<file path="config.mk">
export PLATFORM = sky130hd
export DESIGN_NAME = calibration_record_checker_top
export DESIGN_NICKNAME = d
export VERILOG_FILES = /design/src/hdl/calrc_pkg.sv /design/src/hdl/calrc_store.sv /design/src/hdl/calrc_parse.sv /design/src/hdl/calibration_record_checker_top.sv
export SDC_FILE = /design/constraint.sdc
export NUM_CORES = 1
export LEC_CHECK = 0
export BUFFER_PORTS_ARGS = -buffer_cell sky130_fd_sc_hd__buf_2
export CAP_MARGIN = 25
export CORE_MARGIN = 3
export CORE_UTILIZATION = 25
export DETAILED_ROUTE_END_ITERATION = 16
export PLACE_DENSITY_LB_ADDON = 0.25
export SLEW_MARGIN = 15
export SYNTH_ARGS = -nofsm -noshare
export SYNTH_HDL_FRONTEND = slang
export SYNTH_SLANG_ARGS = --single-unit
</file>
<file path="constraint.sdc">
create_clock -name clk_i -period 2.8 [get_ports clk_i]
set_input_delay 0.14 -clock clk_i [delete_from_list [all_inputs] [get_ports clk_i]]
set_output_delay 0.14 -clock clk_i [all_outputs]
set_load 0.03 [all_outputs]
</file>
<file path="src/hdl/calrc_pkg.sv">
package calrc_pkg;

  localparam int unsigned ProfileBytesDef = 22;
  localparam int unsigned ProfileBytesMax = 24;

  localparam logic [31:0] SumSeed    = 32'h1357_2468;
  localparam logic [31:0] RecMagic   = 32'h434F_4E42;
  localparam logic [15:0] RecVersion = 16'd1;
  localparam logic [7:0]  RecMark    = 8'hA0;
  localparam int unsigned SumRot     = 5;

  // record offsets
  localparam logic [5:0] PosMagicEnd   = 6'd3;
  localparam logic [5:0] PosVersionEnd = 6'd5;
  localparam logic [5:0] PosLengthEnd  = 6'd7;
  localparam logic [5:0] PosMark       = 6'd8;
  localparam logic [5:0] PosStatus     = 6'd9;
  localparam logic [5:0] PosPayStart   = 6'd12;
  localparam logic [5:0] PosSumEnd     = 6'd36;
  localparam logic [5:0] PosLast       = 6'd39;

  typedef enum logic {
    ST_LOAD,
    ST_EMIT
  } calrc_state_e;

  // end-of-record summary from the parser
  typedef struct packed {
    logic done;
    logic ok;
  } calrc_done_t;

  function automatic logic [31:0] sum_step(logic [31:0] sum, logic [7:0] b);
    logic [31:0] rot;
    rot = {sum[31-SumRot:0], sum[31:32-SumRot]};
    return rot + {24'd0, b};
  endfunction

endpackage

</file>
<file path="src/hdl/calrc_store.sv">
module calrc_store import calrc_pkg::*; #(
  parameter int unsigned PROFILE_BYTES = ProfileBytesDef,
  parameter int unsigned AW = (PROFILE_BYTES > 1) ? $clog2(PROFILE_BYTES) : 1
) (
  input  logic          clk_i,
  input  logic          wr_en_i,
  input  logic [AW-1:0] wr_addr_i,
  input  logic [7:0]    wr_data_i,
  input  logic [AW-1:0] rd_addr_i,
  output logic [7:0]    rd_data_o
);

  logic [7:0] mem_q [PROFILE_BYTES];
  logic [7:0] rd_data_q;

  always_ff @(posedge clk_i) begin
    if (wr_en_i) begin
      mem_q[wr_addr_i] <= wr_data_i;
    end
  end

  always_ff @(posedge clk_i) begin
    rd_data_q <= mem_q[rd_addr_i];
  end

  assign rd_data_o = rd_data_q;

endmodule

</file>
<file path="src/hdl/calrc_parse.sv">
module calrc_parse import calrc_pkg::*; #(
  parameter int unsigned PROFILE_BYTES = ProfileBytesDef,
  parameter int unsigned AW = (PROFILE_BYTES > 1) ? $clog2(PROFILE_BYTES) : 1
) (
  input  logic          clk_i,
  input  logic          rst_ni,
  input  logic          accept_i,
  input  logic [7:0]    byte_i,
  output logic          wr_en_o,
  output logic [AW-1:0] wr_addr_o,
  output logic [7:0]    wr_data_o,
  output logic [7:0]    status_o,
  output calrc_done_t   done_o
);

  localparam logic [5:0] PayEnd = PosPayStart + 6'(PROFILE_BYTES);

  logic [5:0]  pos_q, pos_d;
  logic [31:0] sum_q, sum_d;
  logic [31:0] shift_q, shift_d;
  logic        ok_q, ok_d;
  logic [7:0]  status_q;
  logic [5:0]  pay_off;

  always_comb begin
    shift_d = {byte_i, shift_q[31:8]};
    sum_d   = (pos_q < PosSumEnd) ? sum_step(sum_q, byte_i) : sum_q;
    ok_d    = ok_q;
    if (pos_q == PosMagicEnd && shift_d != RecMagic) ok_d = 1'b0;
    if (pos_q == PosVersionEnd && shift_d[31:16] != RecVersion) ok_d = 1'b0;
    if (pos_q == PosLengthEnd && shift_d[31:16] != 16'(PROFILE_BYTES)) ok_d = 1'b0;
    if (pos_q == PosMark && byte_i != RecMark) ok_d = 1'b0;
    pos_d = pos_q + 6'd1;
  end

  assign pay_off   = pos_q - PosPayStart;
  assign wr_en_o   = accept_i && (pos_q >= PosPayStart) && (pos_q < PayEnd);
  assign wr_addr_o = pay_off[AW-1:0];
  assign wr_data_o = byte_i;
  assign status_o  = status_q;

  assign done_o.done = accept_i && (pos_q == PosLast);
  assign done_o.ok   = ok_d && (shift_d == sum_q);

  always_ff @(posedge clk_i or negedge rst_ni) begin
    if (!rst_ni) begin
      pos_q    <= '0;
      sum_q    <= SumSeed;
      shift_q  <= '0;
      ok_q     <= 1'b1;
      status_q <= '0;
    end else if (accept_i) begin
      if (pos_q == PosStatus) status_q <= byte_i;
      if (pos_q == PosLast) begin
        pos_q   <= '0;
        sum_q   <= SumSeed;
        shift_q <= '0;
        ok_q    <= 1'b1;
      end else begin
        pos_q   <= pos_d;
        sum_q   <= sum_d;
        shift_q <= shift_d;
        ok_q    <= ok_d;
      end
    end
  end

endmodule

</file>
<file path="src/hdl/calibration_record_checker_top.sv">
// Checks a 40-byte calibration record taken one byte per cycle (magic word,
// version, payload length, marker byte and a rotate-and-add checksum over
// bytes 0..35) and keeps the status byte in a register and the payload
// bytes in a small on-chip buffer. Record bytes are taken every cycle while
// no results are pending. After byte 40 the input stalls while the results
// drain: either PROFILE_BYTES transactions carrying the status and one
// payload byte each, or a single invalid transaction. The burst runs at one
// transaction per cycle while out_ready_i is high; the buffer is read ahead,
// so the first payload byte is ready when the burst starts. There is no
// resynchronization: every 40 input transactions after reset form a record.
module calibration_record_checker_top import calrc_pkg::*; #(
  parameter int unsigned PROFILE_BYTES = ProfileBytesDef
) (
  input  logic       clk_i,
  input  logic       rst_ni,
  input  logic       in_valid_i,
  output logic       in_ready_o,
  input  logic [7:0] record_byte_i,
  output logic       out_valid_o,
  input  logic       out_ready_i,
  output logic       valid_res_o,
  output logic [7:0] cal_status_o,
  output logic [7:0] payload_byte_o,
  output logic       last_o
);

  localparam int unsigned AW = (PROFILE_BYTES > 1) ? $clog2(PROFILE_BYTES) : 1;
  localparam logic [AW-1:0] LastIdx = AW'(PROFILE_BYTES - 1);

  calrc_state_e  state_q, state_d;
  logic [AW-1:0] idx_q, idx_d;
  logic          res_ok_q, res_ok_d;
  logic [AW-1:0] rd_addr;
  logic          in_fire, out_fire, is_last;
  logic          wr_en;
  logic [AW-1:0] wr_addr;
  logic [7:0]    wr_data, rd_data, status;
  calrc_done_t   done;

  assign in_fire  = in_valid_i && in_ready_o;
  assign out_fire = out_valid_o && out_ready_i;

  calrc_parse #(.PROFILE_BYTES(PROFILE_BYTES), .AW(AW)) u_parse (
    .clk_i    (clk_i),
    .rst_ni   (rst_ni),
    .accept_i (in_fire),
    .byte_i   (record_byte_i),
    .wr_en_o  (wr_en),
    .wr_addr_o(wr_addr),
    .wr_data_o(wr_data),
    .status_o (status),
    .done_o   (done)
  );

  calrc_store #(.PROFILE_BYTES(PROFILE_BYTES), .AW(AW)) u_store (
    .clk_i    (clk_i),
    .wr_en_i  (wr_en),
    .wr_addr_i(wr_addr),
    .wr_data_i(wr_data),
    .rd_addr_i(rd_addr),
    .rd_data_o(rd_data)
  );

  assign is_last = !res_ok_q || (idx_q == LastIdx);

  always_comb begin
    state_d     = state_q;
    idx_d       = idx_q;
    res_ok_d    = res_ok_q;
    in_ready_o  = 1'b0;
    out_valid_o = 1'b0;
    // read address tracks the entry shown next cycle; holds while stalled
    rd_addr     = idx_q;
    unique case (state_q)
      ST_LOAD: begin
        in_ready_o = 1'b1;
        rd_addr    = '0;
        if (done.done) begin
          state_d  = ST_EMIT;
          idx_d    = '0;
          res_ok_d = done.ok;
        end
      end
      ST_EMIT: begin
        out_valid_o = 1'b1;
        if (out_fire) begin
          if (is_last) begin
            state_d = ST_LOAD;
            idx_d   = '0;
            rd_addr = '0;
          end else begin
            idx_d   = idx_q + AW'(1);
            rd_addr = idx_d;
          end
        end
      end
      default: state_d = ST_LOAD;
    endcase
  end

  always_ff @(posedge clk_i or negedge rst_ni) begin
    if (!rst_ni) begin
      state_q  <= ST_LOAD;
      idx_q    <= '0;
      res_ok_q <= 1'b0;
    end else begin
      state_q  <= state_d;
      idx_q    <= idx_d;
      res_ok_q <= res_ok_d;
    end
  end

  assign valid_res_o    = res_ok_q;
  assign cal_status_o   = res_ok_q ? status : 8'd0;
  assign payload_byte_o = res_ok_q ? rd_data : 8'd0;
  assign last_o         = is_last;

  a_no_overlap: assert property (@(posedge clk_i) disable iff (!rst_ni)
    !(in_ready_o && out_valid_o))
    else $error("input accepted during result burst");

  a_invalid_single: assert property (@(posedge clk_i) disable iff (!rst_ni)
    (out_valid_o && !valid_res_o) |-> (last_o && payload_byte_o == 8'd0
                                       && cal_status_o == 8'd0))
    else $error("invalid result not a single zeroed transaction");

  a_last_ends_burst: assert property (@(posedge clk_i) disable iff (!rst_ni)
    (out_valid_o && out_ready_i && last_o) |=> (in_ready_o && !out_valid_o))
    else $error("burst did not end after last");

  a_burst_hold: assert property (@(posedge clk_i) disable iff (!rst_ni)
    (out_valid_o && !out_ready_i) |=> (out_valid_o && $stable(idx_q)))
    else $error("result index moved while stalled");

endmodule
</file>
======== After elaboration in Yosys (flattened, before gate mapping) ========
Memory sizes are Yosys's and may differ from the RTL's. A register that Yosys moved wholly into a read port is not among the register bits.
Cells that the tools add are included.
cells by class
  add/subtract/negate cells ............... 4
  order comparisons ....................... 3
  equal/unequal tests ..................... 13
  multiplexer cells ....................... 24
  bitwise operators ....................... 1
  reduce and logical (&&, ||, !) cells .... 16
operators by type and width
  operator                                                                   count
  32-bit two-way mux                                                         3
  32-bit by 8-bit adder with 32-bit output                                   1
  32-bit == test                                                             1
  32-bit by 31-bit inequality test with 1-bit output, second input constant  1
  5-bit one-hot mux with 2 select lines                                      2
  8-bit two-way mux                                                          2
  16-bit by 1-bit inequality test with 1-bit output, second input constant   1
  16-bit by 5-bit inequality test with 1-bit output, second input constant   1
  5-bit two-way mux                                                          3
  6-bit by 3-bit == test with 1-bit output, second input constant            2
  6-bit by 4-bit == test with 1-bit output, second input constant            2
  6-bit < comparator, second input constant                                  2
  1-bit two-way mux                                                          12
  1-bit logical AND                                                          10
  8-bit inequality test, second input constant                               1
  6-bit by 1-bit adder with 6-bit output, second input constant              1
  6-bit by 2-bit == test with 1-bit output, second input constant            1
  6-bit == test, second input constant                                       1
  6-bit by 4-bit >= comparator with 1-bit output, second input constant      1
  6-bit two-way mux                                                          1
  2-bit AND reduction                                                        3
  5-bit by 1-bit adder with 5-bit output, second input constant              1
  5-bit == test, second input constant                                       1
  5-bit by 4-bit subtractor with 5-bit output, second input constant         1
  other kinds (6)                                                            6
storage, ports and cells
  flip-flop bits (word level) ............. 86
  RAM bits ................................ 176
  input port bits ......................... 12
  memories kept ........................... 1
memories
  memory         words  bits a word  rd ports  clocked after Yosys merged registers in  wr ports  RTL line           source
  u_store.mem_q  22     8            1         1                                        1         calrc_store.sv:13  logic [7:0] mem_q [PROFILE_BYTES];

======== Logic depth before layout (Yosys ltp) ========
Gate-level depths: netlist of run 1.
  word-level depth ........................ 7
  mapped depth ............................ 11
  mapped depth without buffers ............ 8

======== Hierarchy ========
Synthesis of run 1 repeated with hierarchy kept, for this count alone.
unflattened totals
  cells, all modules ...................... 869
  area, all modules ....................... 12089.1 sq um
modules (own cells, without submodules)
  module                          times used  cells an instance  area each (sq um)
  calrc_store                     1           345                7059.3
  calrc_parse                     1           448                4364.2
  calibration_record_checker_top  1           76                 665.6

======== Worst setup path before layout of run 1 ========
No wires, ideal clock.
  path kind ............................... register to register
  start point ............................. register u_parse.sum_q[27]
  end point ............................... register u_parse.sum_q[24]
  library setup time ...................... 0.078 ns
  arrival time ............................ 2.417 ns
  required time ........................... 2.722 ns
  setup slack ............................. 0.305 ns
  stages on the path, launching flop included .. 10
  period minus slack after synthesis ...... 2.495 ns
  cells stage by stage .................... dfrtp_1 > ha_1 > fa_1 > a21o_1 > a21oi_1 > o21bai_1 > a2111oi_4 > buf_2 > o21ai_0 > and3_1
on the way
  word-level cells in the longest chain between the ends .. 3
RTL lines
  item                                      RTL line           source
  start, declared                           calrc_parse.sv:19  logic [31:0] sum_q, sum_d;
  start signal, assigned                    calrc_parse.sv:48  sum_q <= SumSeed;
  start signal, assigned                    calrc_parse.sv:56  sum_q <= SumSeed;
  start signal, assigned                    calrc_parse.sv:61  sum_q <= sum_d;
  32-bit by 8-bit adder with 32-bit output  calrc_pkg.sv:36    return rot + {24'd0, b};
  32-bit two-way mux                        calrc_parse.sv:27  sum_d = (pos_q < PosSumEnd) ? sum_step(sum_q, byte_i) : sum_q;
  32-bit two-way mux                        calrc_parse.sv:54  if (pos_q == PosLast) begin
No other way between the ends. The select of a mux whose other input is x is not followed.
A chain may end at the register's enable or synchronous reset.

======== Worst setup path in the final report of run 1 ========
  start point ............................. register idx_q[0]
  end point ............................... register u_store.rd_data_q[5], in the netlist u_store.rd_data_o[5], read port of u_store.mem_q
on the way
  word-level cells in the longest chain between the ends .. 5
RTL lines
  item                                                                            RTL line                               source
  start, declared                                                                 calibration_record_checker_top.sv:31   logic [AW-1:0] idx_q, idx_d;
  start signal, assigned                                                          calibration_record_checker_top.sv:108  idx_q <= idx_d;
  branches (longest 3 deep; another with 5-bit by 1-bit adder with 5-bit output)  -
  5-bit two-way mux *                                                             -
  5-bit one-hot mux with 2 select lines *                                         calibration_record_checker_top.sv:74   unique case (state_q)
  end, declared                                                                   calrc_store.sv:14                      logic [7:0] rd_data_q;
Every way passes the cells marked *.

==> results.py, run 1 <==
metrics = {
    "power": {
        "ir_worst_vdd_mv": 0.439,
        "p_comb_share_pct": 22.1,
        "leakagePower_nw": 5.43,
        "p_int_w": 0.00779,
        "p_per_area_nw_per_um2": 789,
        "clockPowerShare_pct": 31.4,
        "seqPwrFrac_pct": 46.6,
        "netSwitchingPower_w": 0.00371,
        "switching_share_pct": 32.2,
    },
    "grt": {
        "grt_pass1_vias": 8272,
        "grt_max_degree": 52,
        "globalRouteTotalUtil_pct": 13.0,
        "grt_pass1_wl_um": 52700,
        "antenna_found_initial": 0,
        "grt_overflow": 0,
    },
    "layout": {
        "final_nets": 1062,
        "diodes": 0,
        "fillers": 4810,
        "final_cells": 1704,
        "area_delta_synth_final_pct": 18.4,
        "drive_gt1_share_pct": 18.5,
    },
    "yosys": {
        "syn_area_per_cell_um2": 13.0,
        "synth_nets": 977,
        "ys_ff_latch": 262,
        "yosysWarnings": 0,
        "syn-instance-count": 945,
        "synth_seq_area_share_pct": 60.2,
        "syn_area_um2": 12300,
        "async_flop_share_pct": 29.8,
        "synth-edff-count": 176,
        "synth_cell_types": 74,
        "synth_top_area_share_pct": 42.9,
        "yosysTopAreaCell": "edfxtp_1",
        "ys.flop_type": "edfxtp_1",
        "yosys-top-cells-area": "edfxtp_1 (43%), dfrtp_1 (13%), mux4_1 (4.5%)",
    },
    "critical_path": {
        "critical_path_required_ns": 3.23,
        "cp_max_fo": 25,
        "startpoint_type": "register",
        "cp-end-kind": "register",
        "crit_type": "reg -> reg",
        "cp_data_arrival_time_ns": 3.07,
    },
    "placed_design": {
        "dp.cells": 1653,
        "dp_hpwl_um": 22700,
        "numPortBuffers": 31,
        "gp_congestion": 0.782,
    },
    "floorplan": {
        "io_pins": 32,
        "dieArea_um2": 51900,
        "row_count": 80,
        "fp.dieW_um": 228,
        "core_area_um2": 48100,
        "die_h_um": 228,
        "start_util_pct": 25.6,
    },
    "timing": {
        "rsz0062_at_grt": "no",
        "tightest_slew_ns": 0.708,
        "slew_violations": 0,
        "clock_skew_ns": 0.0160,
        "finalCriticalPeriod_ns": 2.64,
        "hold_viol": 0,
        "tns_ns": 0,
        "slew_headroom_pct": 52.8,
        "setup_viol_count_final": 0,
        "fmax_ghz": 0.379,
        "period_share_pct": 94.3,
    },
    "detailed_routing": {
        "firstDrtPassIters": 7,
        "first_iter_violations": 591,
        "wl_per_cell_um": 20.2,
        "drtAntennaViolNets": 0,
        "via_per_inst": 4.79,
        "drc_errors": 0,
        "wl_um": 34400,
        "vias": 8159,
    },
    "clocking": {
        "clock_latency_ns": 0.57,
        "path_clk_slew_ns": 0.06,
        "htree_levels": 1,
        "cts-root-buf": "clkbuf_16",
        "clock-sinks": 262,
        "tritoncts": "done",
        "cts_made_buffers": 28,
        "postCtsSetupBuffers": 0,
        "clockBufferDepth": 3,
    },
    "outcome": {
        "outcome": "complete, no violations",
    },
    "flow_run": {
        "maxCapViolCount": 0,
    },
    "worst_hold_path": {
        "hold_class": "in -> reg",
    },
}
==> worst paths after layout <==
check                                          from                   end  slack [ns]  cells past startpoint
min in group asynchronous                    rst_ni              idx_q[0]        0.04                      2
worst min register to register  u_parse.status_o[6]   u_parse.status_o[6]        0.51                      1
worst max-delay path                       idx_q[0]  u_store.rd_data_o[5]        0.16                      9
worst max register to register             idx_q[0]  u_store.rd_data_o[5]        0.16                      9
worst min-delay path               record_byte_i[0]      u_parse.sum_q[0]        0.02                      3
max in group asynchronous                    rst_ni      u_parse.sum_q[5]        1.97                      4
==> critical path, stage by stage, from the launching register on <==
cell	delay, ns
dfrtp_1	0.42
ha_1	0.30
and4b_1	0.24
a32o_2	0.17
buf_12	0.23
buf_12	0.22
mux4_2	0.31
and3_1	0.19
a31oi_1	0.25
a31oi_1	0.12
==> cell families after synthesis <==
family | count (synthesis) | share of synthesized area (%)
adder cells (fa/ha/maj) | 20 | 2.09
flip-flops | 262 | 60.2
XOR/XNOR | 49 | 3.49
AO/OA/AOI/OAI | 143 | 8.67
buffers and inverters | 68 | 2.84
AND/OR/NAND/NOR | 344 | 14.1
multiplexers | 59 | 8.58
==> Yosys cell counts, types with 14 or more instances <==
cell / n
and2_1: 18
nand2_1: 129
a31oi_1: 32
and3_1: 23
edfxtp_1: 176
mux2i_1: 20
dfstp_2: 14
xor2_1: 34
buf_2: 14
mux4_1: 21
dfrtp_1: 64
ha_1: 19
clkbuf_1: 26
nor2_1: 51
xnor2_1: 15
nand3_1: 50
nor4_1: 16
inv_1: 14
a21oi_1: 22
==> state kept, by name (all words and copies together), names as in the netlist <==
signal             count
u_parse.sum_q         32
u_parse.shift_q       24
u_store.rd_data_o      8
u_parse.pos_q          6
u_parse.status_o       8
idx_q                  5
u_store.mem_q        176
state_q                1
valid_res_o            1
u_parse.ok_q           1
==> per-stage QoR <==
step	cell area (um2)	setup slack, ns	power, W	hold slack, ns	utilization (%)
final	14600	0.159	0.0115	0.0247	30.3
after global routing	14600	0.000799	0.0121	0.0569	30.3
after CTS	14600	0.119	0.0116	0.0225	30.3
after detailed placement	13700	0.131	0.00793	0.0888	28.4
after global placement	13600	0.160	0.00794	0.407	28.3
after floorplan	12300	0.305	0.00697	-0.156	-
==> cell usage in the layout (no fill, tap or decap), drive strengths merged, types with 8 or more instances in the layout <==
master | netlist | final
a21o | 9 | 9
a21oi | 22 | 22
a311oi | 8 | 8
a31oi | 32 | 32
and2 | 18 | 18
and3 | 25 | 25
buf | 26 | 106
clkbuf | 28 | 34
clkinv | 0 | 9
dfrtp | 64 | 64
dfstp | 14 | 14
dfxtp | 8 | 8
edfxtp | 176 | 176
ha | 19 | 19
inv | 14 | 16
mux2 | 9 | 9
mux2i | 20 | 20
mux4 | 30 | 30
nand2 | 129 | 129
nand3 | 50 | 50
nand4 | 9 | 9
nor2 | 51 | 51
nor3 | 8 | 8
nor4 | 16 | 16
o21ai | 16 | 16
or4 | 8 | 8
xnor2 | 15 | 15
xor2 | 34 | 34
==> repair_timing <==
action | in CTS | in global routing
endpoints found under the hold margin | 68 | 0
resized for setup | 0 | 0
hold buffers | 3 | 0
==> final cells by class <==
cell class | count | area [um2] | area share, %
flip-flops and latches | 262 | 7410 | 50.9
multi-input cells | 615 | 4560 | 31.3
clock inverters | 14 | 156 | 1.07
inverters | 14 | 52.6 | 0.361
well taps | 656 | 821 | 5.63
clock buffers | 34 | 723 | 4.96
repair buffers | 109 | 846 | 5.80
==> per-layer routing <==
metal / routed length [um] / part of all wire, % / track usage [%] / up-vias
li1: - / - / - / 3794
met1: 16000 / 47 / 18.2 / 4123
met2: 16300 / 47 / 21.5 / 191
met3: 1400 / 4.1 / 1.87 / 51
met4: 718 / 2.1 / 2.82 / 0
met5: 0 / 0 / 0 / -
==> power groups by stage <==
stage	combinational [W]	clock (W)	sequential, W
after floorplan	0.00188	0	0.00509
after global placement	0.00251	0	0.00542
after detailed placement	0.00252	0	0.00542
after CTS	0.00254	0.00371	0.00534
after global routing	0.00283	0.00390	0.00542
final	0.00254	0.00361	0.00535
Power figures use the tool's default switching activity.
==> run 2: changes to the inputs <==
- ABC_AREA: default -> 1
- PLACE_DENSITY_LB_ADDON: 0.25 -> default
==> results.py, run 2 <==
metrics = {
    "timing": {
        "fmax_ghz": 0.414,
        "period_share_pct": 86.3,
        "tightest_slew_ns": 0.800,
        "slew_violations": 0,
        "finalCriticalPeriod_ns": 2.42,
        "tns_ns": 0,
        "slew_headroom_pct": 46.6,
        "rsz0062_at_grt": "no",
        "whs_ns": 0.0184,
        "clock_skew_ns": 0.0243,
        "hold_viol": 0,
        "setup_viol_count_final": 0,
    },
    "clocking": {
        "path_clk_slew_ns": 0.06,
        "htree_levels": 1,
        "tritoncts": "done",
        "clock-sinks": 262,
        "cts_made_buffers": 28,
        "cts-root-buf": "clkbuf_16",
        "postCtsSetupBuffers": 0,
        "ctsResizeCount": 0,
        "clockBufferDepth": 3,
        "cts_hold_buf": 3,
        "clock_latency_ns": 0.58,
    },
    "worst_hold_path": {
        "hold_class": "in -> reg",
        "worstHoldPathCells": 4,
        "worstHoldEndpoint": "u_parse.shift_q[15]",
        "hold_start": "in_valid_i",
    },
    "grt": {
        "antenna_found_initial": 2,
        "grt_overflow": 0,
        "globalRouteTotalUtil_pct": 13.3,
        "grt_pass1_vias": 9772,
        "grt_max_degree": 66,
        "grt_pass1_wl_um": 56500,
    },
    "yosys": {
        "async_flop_share_pct": 29.8,
        "synth_seq_area_share_pct": 57.3,
        "yosysTopAreaCell": "edfxtp_1",
        "yosysWarnings": 0,
        "ys.flop_type": "edfxtp_1",
        "yosys-top-cells-count": "inv_1 (239), nand2_1 (239), edfxtp_1 (176)",
        "syn_area_um2": 12900,
        "yosys-top-cells-area": "edfxtp_1 (41%), dfrtp_1 (12%), inv_1 (6.9%)",
        "synth-edff-count": 176,
        "syn_area_per_cell_um2": 9.42,
        "synth_nets": 1406,
        "synth_cell_types": 53,
        "synth_top_area_share_pct": 40.8,
        "syn-instance-count": 1374,
        "ys_ff_latch": 262,
    },
    "floorplan": {
        "start_util_pct": 25.5,
        "core_area_um2": 50700,
        "row_count": 82,
        "die_h_um": 234,
        "io_pins": 32,
        "dieArea_um2": 54500,
        "fp.dieW_um": 234,
    },
    "layout": {
        "final_nets": 1460,
        "drive_gt1_share_pct": 11.6,
        "fillers": 5330,
        "area_delta_synth_final_pct": 15.5,
        "seq_area_um2": 7420,
        "largest_register_ffs": 176,
        "multi_input_area_um2": 4240,
        "largest-register": "u_store.mem_q",
        "largestRegisters": "u_store.mem_q x176, u_parse.sum_q x32, u_parse.shift_q x24",
        "layout_common_cells": "nand2_1 (239), inv_1 (239), edfxtp_1 (176)",
    },
    "outcome": {
        "outcome": "complete, no violations",
    },
    "power": {
        "p_int_w": 0.00769,
        "leakagePower_nw": 6.37,
        "clockPowerShare_pct": 31.9,
        "p_comb_share_pct": 21.8,
        "p_per_area_nw_per_um2": 771,
        "netSwitchingPower_w": 0.00382,
        "ir_worst_vdd_mv": 0.498,
        "switching_share_pct": 33.2,
        "seqPwrFrac_pct": 46.2,
    },
    "critical_path": {
        "startpoint_type": "register",
        "cp_slowest_cell": "buf_4",
        "rr_endpoint": "u_store.rd_data_o[5]",
        "critical_path_required_ns": 3.27,
        "cpMostUsedCell": "nand2_1",
        "crit_chain": "buf_4 > nand3_1 > nand2_1 > inv_2 > nand3_4 > buf_12 > nand2_1 > nand3_1 > nand3_1 > nand3_1 > nand2_1 > nand2_1 > nand2_1",
        "r2r_cells": 13,
        "cp-end-kind": "register",
        "crit_type": "reg -> reg",
        "r2r_slack_ns": 0.38,
        "cp_data_arrival_time_ns": 2.89,
        "worst_path_largest_cell_delay_ns": 0.42,
        "cp_max_fo": 65,
        "r2r_start": "state_q",
    },
    "placed_design": {
        "gp_congestion": 0.907,
        "dp_hpwl_um": 24900,
        "numPortBuffers": 31,
    },
    "detailed_routing": {
        "wl_um": 37000,
        "first_iter_violations": 943,
        "vias": 10000,
        "wl_per_cell_um": 17.4,
        "drtAntennaViolNets": 0,
        "firstDrtPassIters": 5,
        "via_per_inst": 4.74,
        "drc_errors": 0,
    },
    "flow_run": {
        "maxCapViolCount": 0,
    },
}
==> run 2: layout make-up <==
cell class	instances	area share [%]
inverters	248	6.24
clock inverters	16	1.20
multi-input cells	803	28.4
clock buffers	35	4.86
diodes	1	0.0167
repair buffers	85	4.07
flip-flops and latches	262	49.6
well taps	672	5.62
==> run 2: power by group through the flow <==
stage | clock, W | combinational, W | sequential [W]
finish | 0.00368 | 0.00252 | 0.00533
global route | 0.00390 | 0.00284 | 0.00538
CTS | 0.00375 | 0.00250 | 0.00532
detailed placement | 0 | 0.00248 | 0.00539
global placement | 0 | 0.00244 | 0.00539
floorplan | 0 | 0.00186 | 0.00510
==> run 2: worst max-delay path by stage <==
stage	startpoint	endpoint	slack, ns	cells after the start
after global routing	u_parse.pos_q[3]	u_store.mem_q[16][7]	0.21	9
after detailed placement	u_parse.pos_q[3]	u_store.mem_q[19][4]	0.43	9
after CTS	u_parse.pos_q[3]	u_store.mem_q[15][2]	0.43	9
final	state_q	u_store.rd_data_o[5]	0.38	13
after global placement	state_q	u_store.rd_data_o[5]	0.44	13
after floorplan	state_q	u_store.mem_q[20][0]	0.33	8
==> run 2: critical path, delay by kind of cell, from the launching register on <==
kind / cells / cell delay (ns)
buf+inv: 3 / 0.78
flops: 1 / 0.37
simple gates: 10 / 1.15
==> run 2: per-layer routing <==
metal / part of all wire (%) / up-vias / wire length, um / track usage (%)
li1: - / 4757 / - / -
met2: 46 / 385 / 17000 / 21.7
met5: 0.035 / - / 13 / 0
met4: 3.3 / 2 / 1210 / 3.92
met3: 6.8 / 83 / 2530 / 2.30
met1: 44 / 4822 / 16200 / 18.0
==> run 2: logic make-up after synthesis <==
group | Yosys count | share of synthesized area [%]
xor gates and xnor gates | 27 | 1.83
and+or+nand+nor | 606 | 22.2
buffers and inverters | 309 | 9.95
AOI/OAI and AO/OA | 150 | 6.74
adders and majority gates | 20 | 1.99
DFF | 262 | 57.3
==> run 2: stage by stage <==
stage               instances  instance area, um2  worst slack (ns)  power, W  util, %
finish                   2122               14900             0.383    0.0115     29.5
CTS                      2121               14900             0.429    0.0116     29.5
detailed placement       2067               14000             0.429   0.00787     27.6
global placement         2067               14000             0.439   0.00783     27.6
global route             2121               14900             0.214    0.0121     29.5
floorplan                1374               12900             0.327   0.00696        -
==> run 3: changes to the inputs <==
- REMOVE_ABC_BUFFERS: default -> 1
==> results.py, run 3 (synthesis results as in run 2) <==
metrics = {
    "timing": {
        "tightest_slew_ns": 0.882,
        "whs_ns": -0.0173,
        "period_share_pct": 86.1,
        "setup_viol_count_final": 0,
        "finalCriticalPeriod_ns": 2.41,
        "slew_headroom_pct": 41.1,
        "fmax_ghz": 0.415,
        "tns_ns": 0,
        "hold_viol": 11,
        "slew_violations": 0,
        "clock_skew_ns": 0.00963,
        "rsz0062_at_grt": "no",
    },
    "clocking": {
        "clockBufferDepth": 3,
        "postCtsSetupBuffers": 0,
        "cts_made_buffers": 27,
        "cts-root-buf": "clkbuf_16",
        "ctsResizeCount": 0,
        "cts_hold_buf": 2,
        "clock-sinks": 262,
        "tritoncts": "done",
        "htree_levels": 1,
        "clock_latency_ns": 0.56,
        "path_clk_slew_ns": 0.07,
    },
    "detailed_routing": {
        "first_iter_violations": 899,
        "via_per_inst": 4.75,
        "vias": 10100,
        "drc_errors": 0,
        "wl_per_cell_um": 17.1,
        "firstDrtPassIters": 5,
        "wl_um": 36300,
        "drtAntennaViolNets": 0,
    },
    "layout": {
        "area_delta_synth_final_pct": 15.8,
        "seq_area_um2": 7420,
        "largest-register": "u_store.mem_q",
        "largest_register_ffs": 176,
        "largestRegisters": "u_store.mem_q x176, u_parse.sum_q x32, u_parse.shift_q x24",
        "layout_common_cells": "nand2_1 (239), inv_1 (239), edfxtp_1 (176)",
        "fillers": 5285,
        "final_util_pct": 29.6,
        "final_cells": 2120,
        "final_nets": 1458,
        "drive_gt1_share_pct": 11.8,
        "multi_input_area_um2": 4240,
    },
    "power": {
        "p_per_area_nw_per_um2": 773,
        "leakagePower_nw": 6.39,
        "ir_worst_vdd_mv": 0.415,
    },
    "grt": {
        "antenna_found_initial": 2,
        "globalRouteTotalUtil_pct": 13.1,
        "grt_pass1_vias": 9753,
        "grt_max_degree": 79,
        "grt_overflow": 0,
        "grt_pass1_wl_um": 56200,
    },
    "critical_path": {
        "critical_path_required_ns": 3.07,
        "cp-end-kind": "register",
        "crit_type": "reg -> reg",
        "r2r_cells": 9,
        "critPathLaunch": "u_parse.pos_q[3]",
        "r2r_start": "u_parse.pos_q[3]",
        "cp_data_arrival_time_ns": 2.68,
        "crit_path_end": "u_store.mem_q[9][1]",
        "r2r_slack_ns": 0.39,
        "startpoint_type": "register",
        "cp_max_fo": 8,
        "rr_endpoint": "u_store.mem_q[9][1]",
    },
    "floorplan": {
        "die_h_um": 234,
        "row_count": 82,
        "start_util_pct": 25.5,
        "fp.dieW_um": 234,
        "dieArea_um2": 54500,
        "io_pins": 32,
        "core_area_um2": 50700,
    },
    "worst_hold_path": {
        "hold_class": "in -> async",
    },
    "flow_run": {
        "maxCapViolCount": 0,
    },
    "placed_design": {
        "gp_congestion": 0.878,
        "numPortBuffers": 31,
        "dp_hpwl_um": 24500,
        "dp.cells": 2066,
    },
    "outcome": {
        "outcome": "finished, violations left",
        "violations": "negative hold slack",
    },
}
run 3: cell count changes in the layout (fill, tap and decap cells not counted), moves of 2 or more:
cell,change
buf_12,+2
clkinv_1,-4
clkbuf_8,+4
inv_4,+3
clkinv_2,-4
buf_4,-3
run 3: critical path, stage by stage (launching register included):
cell      delay (ns)
dfrtp_1         0.44
inv_1           0.13
ha_1            0.15
a21oi_1         0.06
nor2_1          0.19
inv_1           0.12
a311oi_2        0.30
nand2_1         0.34
nor2_1          0.18
buf_4           0.19
run 3: where the power goes:
part | switching [W] | total [W] | internal, W
registers | 0.000615 | 0.00534 | 0.00472
logic | 0.00168 | 0.00253 | 0.000854
clock network | 0.00154 | 0.00372 | 0.00218
total | 0.00383 | 0.0116 | 0.00776
run 3: how the worst min path moves through the flow:
stage,from,to,slack [ns],cells after the start
finish,rst_ni,u_parse.sum_q[23],-0.02,2
global route,rst_ni,u_parse.sum_q[23],0.006,2
CTS,record_byte_i[1],u_parse.shift_q[25],0.04,3
detailed placement,rst_ni,u_parse.sum_q[23],0.38,1
global placement,rst_ni,u_parse.sum_q[23],0.38,1
floorplan,rst_ni,idx_q[0],-0.16,0
run 3: per-layer routing:
layer  vias up  part of all wire, %  global-route usage (%)
li1       4755                    -                       -
met1      4896                   46                    18.5
met2       343                   45                    20.6
met3        77                  6.0                    2.29
met4         0                  3.2                    4.00
met5         -                    0                       0
run 3: area by class of cell:
cell class	instances	share of cell area, %
multi-input combinational	803	28.3
clock inverter	12	1.07
sequential	262	49.5
clock buffer	38	5.05
timing repair buffer	84	4.29
inverter	248	6.22
antenna	1	0.0167
tap	672	5.61
run 3: per-stage QoR:
| step | instance area [um2] | hold slack (ns) | setup slack (ns) | power, W |
|---|---|---|---|---|
| floorplan | 12600 | -0.156 | -1.17 | 0.00688 |
| global placement | 14000 | 0.376 | 0.529 | 0.00783 |
| detailed placement | 14000 | 0.380 | 0.443 | 0.00787 |
| CTS | 15000 | 0.0371 | 0.426 | 0.0116 |
| global route | 15000 | 0.00596 | 0.203 | 0.0122 |
| finish | 15000 | -0.0173 | 0.388 | 0.0116 |
